## src/design/spcf_sqrt.sv

```systemverilog
module spcf_sqrt #(
  parameter int RAD_W  = 64,
  parameter int SIDE_W = 8
) (
  input  logic                  clk_i,
  input  logic                  rst_ni,
  input  logic                  en_i,
  input  logic                  valid_i,
  input  logic [RAD_W-1:0]      rad_i,
  input  logic [SIDE_W-1:0]     side_i,
  output logic                  valid_o,
  output logic [RAD_W/2-1:0]    root_o,
  output logic [SIDE_W-1:0]     side_o
);

  localparam int ROOT_W = RAD_W / 2;
  localparam int STEP_N = 2;
  localparam int STG_N  = ROOT_W / STEP_N;
  localparam int REM_W  = ROOT_W + 3;

  logic [STG_N:0]      v_q;
  logic [RAD_W-1:0]    rad_q  [STG_N+1];
  logic [REM_W-1:0]    rem_q  [STG_N+1];
  logic [ROOT_W-1:0]   root_q [STG_N+1];
  logic [SIDE_W-1:0]   side_q [STG_N+1];

  always_ff @(posedge clk_i or negedge rst_ni) begin
    if (!rst_ni) begin
      v_q <= '0;
    end else if (en_i) begin
      v_q <= {v_q[STG_N-1:0], valid_i};
    end
  end

  always_ff @(posedge clk_i) begin
    if (en_i) begin
      rad_q[0]  <= rad_i;
      rem_q[0]  <= '0;
      root_q[0] <= '0;
      side_q[0] <= side_i;
    end
  end

  for (genvar g = 0; g < STG_N; g++) begin : g_stg
    logic [REM_W-1:0]  rem_n, rem_s, trial;
    logic [ROOT_W-1:0] root_n;
    logic [RAD_W-1:0]  rad_n;

    always_comb begin
      rem_n  = rem_q[g];
      root_n = root_q[g];
      rad_n  = rad_q[g];
      rem_s  = '0;
      trial  = '0;
      for (int k = 0; k < STEP_N; k++) begin
        rem_s = {rem_n[REM_W-3:0], rad_n[RAD_W-1 -: 2]};
        trial = {1'b0, root_n, 2'b01};
        if (rem_s >= trial) begin
          rem_n  = rem_s - trial;
          root_n = {root_n[ROOT_W-2:0], 1'b1};
        end else begin
          rem_n  = rem_s;
          root_n = {root_n[ROOT_W-2:0], 1'b0};
        end
        rad_n = {rad_n[RAD_W-3:0], 2'b00};
      end
    end

    always_ff @(posedge clk_i) begin
      if (en_i) begin
        rad_q[g+1]  <= rad_n;
        rem_q[g+1]  <= rem_n;
        root_q[g+1] <= root_n;
        side_q[g+1] <= side_q[g];
      end
    end
  end

  assign valid_o = v_q[STG_N];
  assign root_o  = root_q[STG_N];
  assign side_o  = side_q[STG_N];

endmodule

```

## config.mk

```make
export PLATFORM = sky130hd
export DESIGN_NAME = spcf_sqrt
export DESIGN_NICKNAME = d
export VERILOG_FILES = /design/src/design/spcf_sqrt.sv
export SDC_FILE = /design/constraint.sdc
export NUM_CORES = 2
export LEC_CHECK = 0
export BUFFER_PORTS_ARGS = -buffer_cell sky130_fd_sc_hd__buf_2
export CORE_ASPECT_RATIO = 0.8
export CORE_MARGIN = 1.5
export CORE_UTILIZATION = 50
export DETAILED_ROUTE_END_ITERATION = 12
export GPL_ROUTABILITY_DRIVEN = 0
export GPL_TIMING_DRIVEN = 0
export PLACE_DENSITY = 0.66
export SLEW_MARGIN = 20
export SYNTH_ARGS = -nofsm -noshare
export SYNTH_HDL_FRONTEND = slang
export SYNTH_SLANG_ARGS = --single-unit
```

## constraint.sdc

```tcl
create_clock -name clk_i -period 9 [get_ports clk_i]
set_input_delay 1.35 -clock clk_i [delete_from_list [all_inputs] [get_ports clk_i]]
set_output_delay 1.35 -clock clk_i [all_outputs]
set_load 0.05 [all_outputs]
```

==> impl_metrics.json <==
{
  "slowest_delay_ns": 0.75,
  "initial_utilization_pct": 50.59,
  "ys_types": 108,
  "syn_area_per_cell_um2": 10.61,
  "netlist.area_leader.share_pct": 49.02,
  "timing.final.ws_setup_ns": 0.3841,
  "clock_tree.buffer_depth": 3,
  "run_status": "finished clean",
  "synth.area.top_cells": "edfxtp_1 (49%), ha_1 (8.0%), xnor2_1 (4.5%), a21oi_1 (3.5%), nand2_1 (2.8%)",
  "nets": 9139,
  "fin_crit_sh_pct": 95.73,
  "ys_ff_latch": 1442,
  "synth-compound-area-share_pct": 15.46,
  "required_ns": 9.63,
  "slowest_stage": "a221oi_1",
  "timing_hold_violations_final": 0,
  "clock_skew_ns": 0.03936,
  "drtIter0Drc": 7034,
  "cts_buffers": 151,
  "fmax_mhz": 116.1,
  "synth_top_family_by_area": "compound AO/OA/AOI/OAI gates",
  "grt_pass1_wl_mm": 334.5,
  "clock_latency_ns": 0.81,
  "worstSetupPathType": "flip-flop to flip-flop",
  "synth_cells": 8225,
  "pre_cts_ws_ns": 0.2742,
  "synth_adder_area_share_pct": 7.984,
  "drive_above_1_share_pct": 7.555,
  "routed_via_density": 5.979,
  "die_area_um2": 177100,
  "cp_num_buf_inv": 7,
  "die_h_um": 376.7,
  "synth_async_sr_flop_share_pct": 1.179,
  "synth_edf_count": 1425,
  "detail-route-antenna-nets": 0,
  "slew_headroom_pct": 26.12,
  "finalWirelength_mm": 213.6,
  "path_common_cell": "clkbuf_1",
  "die_x_um": 470.1,
  "dr.pass1.iters": 7,
  "placed_area_um2": 91070,
  "ys.flop_type": "edfxtp_1",
  "ir_drop_uv": 218.8,
  "rsz0062_at_grt": "false",
  "core-area_um2": 172500,
  "grt_max_degree": 154,
  "row_count": 136,
  "clk_pin_slew_worst_paths_ns": 0.06,
  "cts_sinks": 1442,
  "ctsHtreeMaxLevel": 4,
  "cts_tree": "done",
  "setup_viol": 0,
  "synth-simple-area-share_pct": 14.49,
  "synth_largest_area_cell": "edfxtp_1",
  "hpwl_mm": 163.1,
  "fin_area_um2": 96140,
  "maxCapViolCount": 0,
  "vias": 65210,
  "cts_setup_buffers": 0,
  "diodes": 0,
  "pin_count": 117,
  "pwr_density_cell_nw_per_um2": 284.4,
  "drv_slew": 0,
  "p_leak_nw": 37.50,
  "post-route-min-period_ns": 8.616,
  "cp-end-kind": "flip-flop",
  "seq_area_frac_synth_pct": 49.51,
  "start_kind": "flip-flop",
  "antenna_found_initial": 2,
  "crit_family": "compound AO/OA/AOI/OAI gates",
  "synth_mux_area_share_pct": 2.002,
  "holdBufCountCts": 0,
  "grt.overflow.total": 0,
  "cts_root_buffer": "clkbuf_16",
  "crit_fanout": 10,
  "yosysWarningCount": 0,
  "min_path_type": "flip-flop to flip-flop",
  "crit_arrival_ns": 9.25,
  "worst_pin_slew_ns": 1.094,
  "tns_ns": 0,
  "drcViolationCount": 0,
  "area_delta_synth_final_pct": 10.14,
  "r2r_slack_ns": 0.38,
  "synthesis.area_um2": 87290,
  "wl_per_cell_um": 19.58,
  "grt_pass1_vias": 60980,
  "io_buffers": 116,
  "synthXorXnorAreaFrac_pct": 7.294,
  "post_cts_resized": 0,
  "grt_usage_pct": 23.54,
  "whs_ns": 0.3917
}
[routing by layer]
layer,up-vias,global-route usage (%),part of all wire [%]
met4,8,6.812,2.6
li1,31330,-,-
met1,31060,34.69,46
met5,-,0,0.022
met2,2442,35.39,43
met3,381,4.249,8.0
[through the flow]
step	instances	utilization, %	total power (W)
after CTS	10910	55.70	0.02726
after floorplan	8227	-	0.01787
final	10910	55.72	0.02734
after detailed placement	10630	52.78	0.02084
after global routing	10910	55.72	0.02899
after global placement	10620	52.58	0.02085
[Yosys cell counts (all sizes together) (19+ instances only)]
cell,n
edfxtp,1425
nand2,661
a21oi,614
nor2,598
ha,557
inv,503
o21ai,454
xnor2,447
xor2,280
a21o,270
nor3,225
nand3,178
clkbuf,162
mux2,125
nand4,117
o21a,97
nor4,92
and3,85
o31ai,80
nand2b,79
nor2b,73
or3,71
o21bai,69
a211oi,65
a31oi,63
buf,63
o211ai,58
and2,55
or4,52
or2,48
nor3b,44
mux2i,34
nand3b,32
a2111oi,26
a21boi,25
and4,23
nor4b,21
o31a,21
a31o,20
a211o,19
[cell usage in the layout (no fill, tap or decap), types with 46 or more instances in the layout]
cell       synthesis  final
edfxtp_1        1425   1425
nand2_1          661    661
a21oi_1          614    614
nor2_1           598    597
ha_1             557    557
inv_1            497    497
xnor2_1          447    447
o21ai_0          445    444
xor2_1           280    280
a21o_1           269    269
nor3_1           222    221
clkbuf_1         160    180
nand3_1          178    178
clkbuf_16          0    153
buf_2             27    142
mux2_2           125    125
nand4_1          116    116
o21a_1            97     97
and3_1            85     85
nor4_1            82     79
nand2b_1          79     79
o31ai_1           80     79
nor2b_1           72     72
or3_1             71     71
o21bai_1          69     69
a31oi_1           63     63
a211oi_1          63     62
o211ai_1          58     58
and2_1            55     55
or4_1             51     51
or2_2             46     46
[state kept, by name (all words and copies together) (netlist names)]
register	count
rem_q	473
v_q	17
rad_q	544
side_q	136
root_q	272
[final cells by class]
cell class	instances	area (um^2)
multi-input cells	6056	41300
inverters	504	1897
well taps	2277	2849
repair buffers	127	898.4
clock inverters	103	1130
clock buffers	174	3908
flip-flops and latches	1442	43220
plain buffers	224	939.7
fillers	14750	76410
[final timing paths]
kind                                          start  cells past startpoint                 endpoint
min in group asynchronous                    rst_ni                      1       v_q[0]$_DFFE_PN0P_
max                        root_q[0][472]$_DFFE_PP_                     26  rem_q[0][550]$_DFFE_PP_
min                         rad_q[0][235]$_DFFE_PP_                      0  rad_q[0][303]$_DFFE_PP_
max reg2reg                root_q[0][472]$_DFFE_PP_                     26  rem_q[0][550]$_DFFE_PP_
max in group asynchronous                    rst_ni                      1      v_q[12]$_DFFE_PN0P_
min reg2reg                 rad_q[0][235]$_DFFE_PP_                      0  rad_q[0][303]$_DFFE_PP_
[power breakdown]
group / switching (W) / internal, W
registers: 0.000685 / 0.00880
logic: 0.00694 / 0.00461
clock network: 0.00275 / 0.00355
total: 0.0104 / 0.0170
[worst register-to-register path: stages (launching register included)]
cell and delay, ns:
edfxtp_1 0.43, inv_1 0.10, ha_1 0.28, clkbuf_1 0.27
nand4_1 0.27, nor4_1 0.40, nand2_1 0.12, a211oi_1 0.33
a211oi_2 0.13, nand2_1 0.21, clkbuf_1 0.55, clkbuf_1 0.60
a21oi_1 0.20, ha_1 0.41, and3_1 0.29, a221oi_1 0.76
a21boi_0 0.26, a31oi_1 0.08, nand4_1 0.23, a211oi_1 0.14
o31ai_1 0.49, nand3_1 0.19, nor2_2 0.49, inv_1 0.16
clkbuf_1 0.35, clkbuf_1 0.39, a21oi_1 0.31
[cells by family (layout without fill, tap and decap cells)]
family                   Yosys count  in the layout
XOR/XNOR                         727            727
adder cells (fa/ha/maj)          557            557
buffers and inverters            729           1132
AND/OR/NAND/NOR                 2513           2513
AO/OA/AOI/OAI                   2097           2097
other                              1              3
flip-flops                      1442           1442
multiplexers                     159            159
Note: power is estimated with default switching activity, not from simulation.
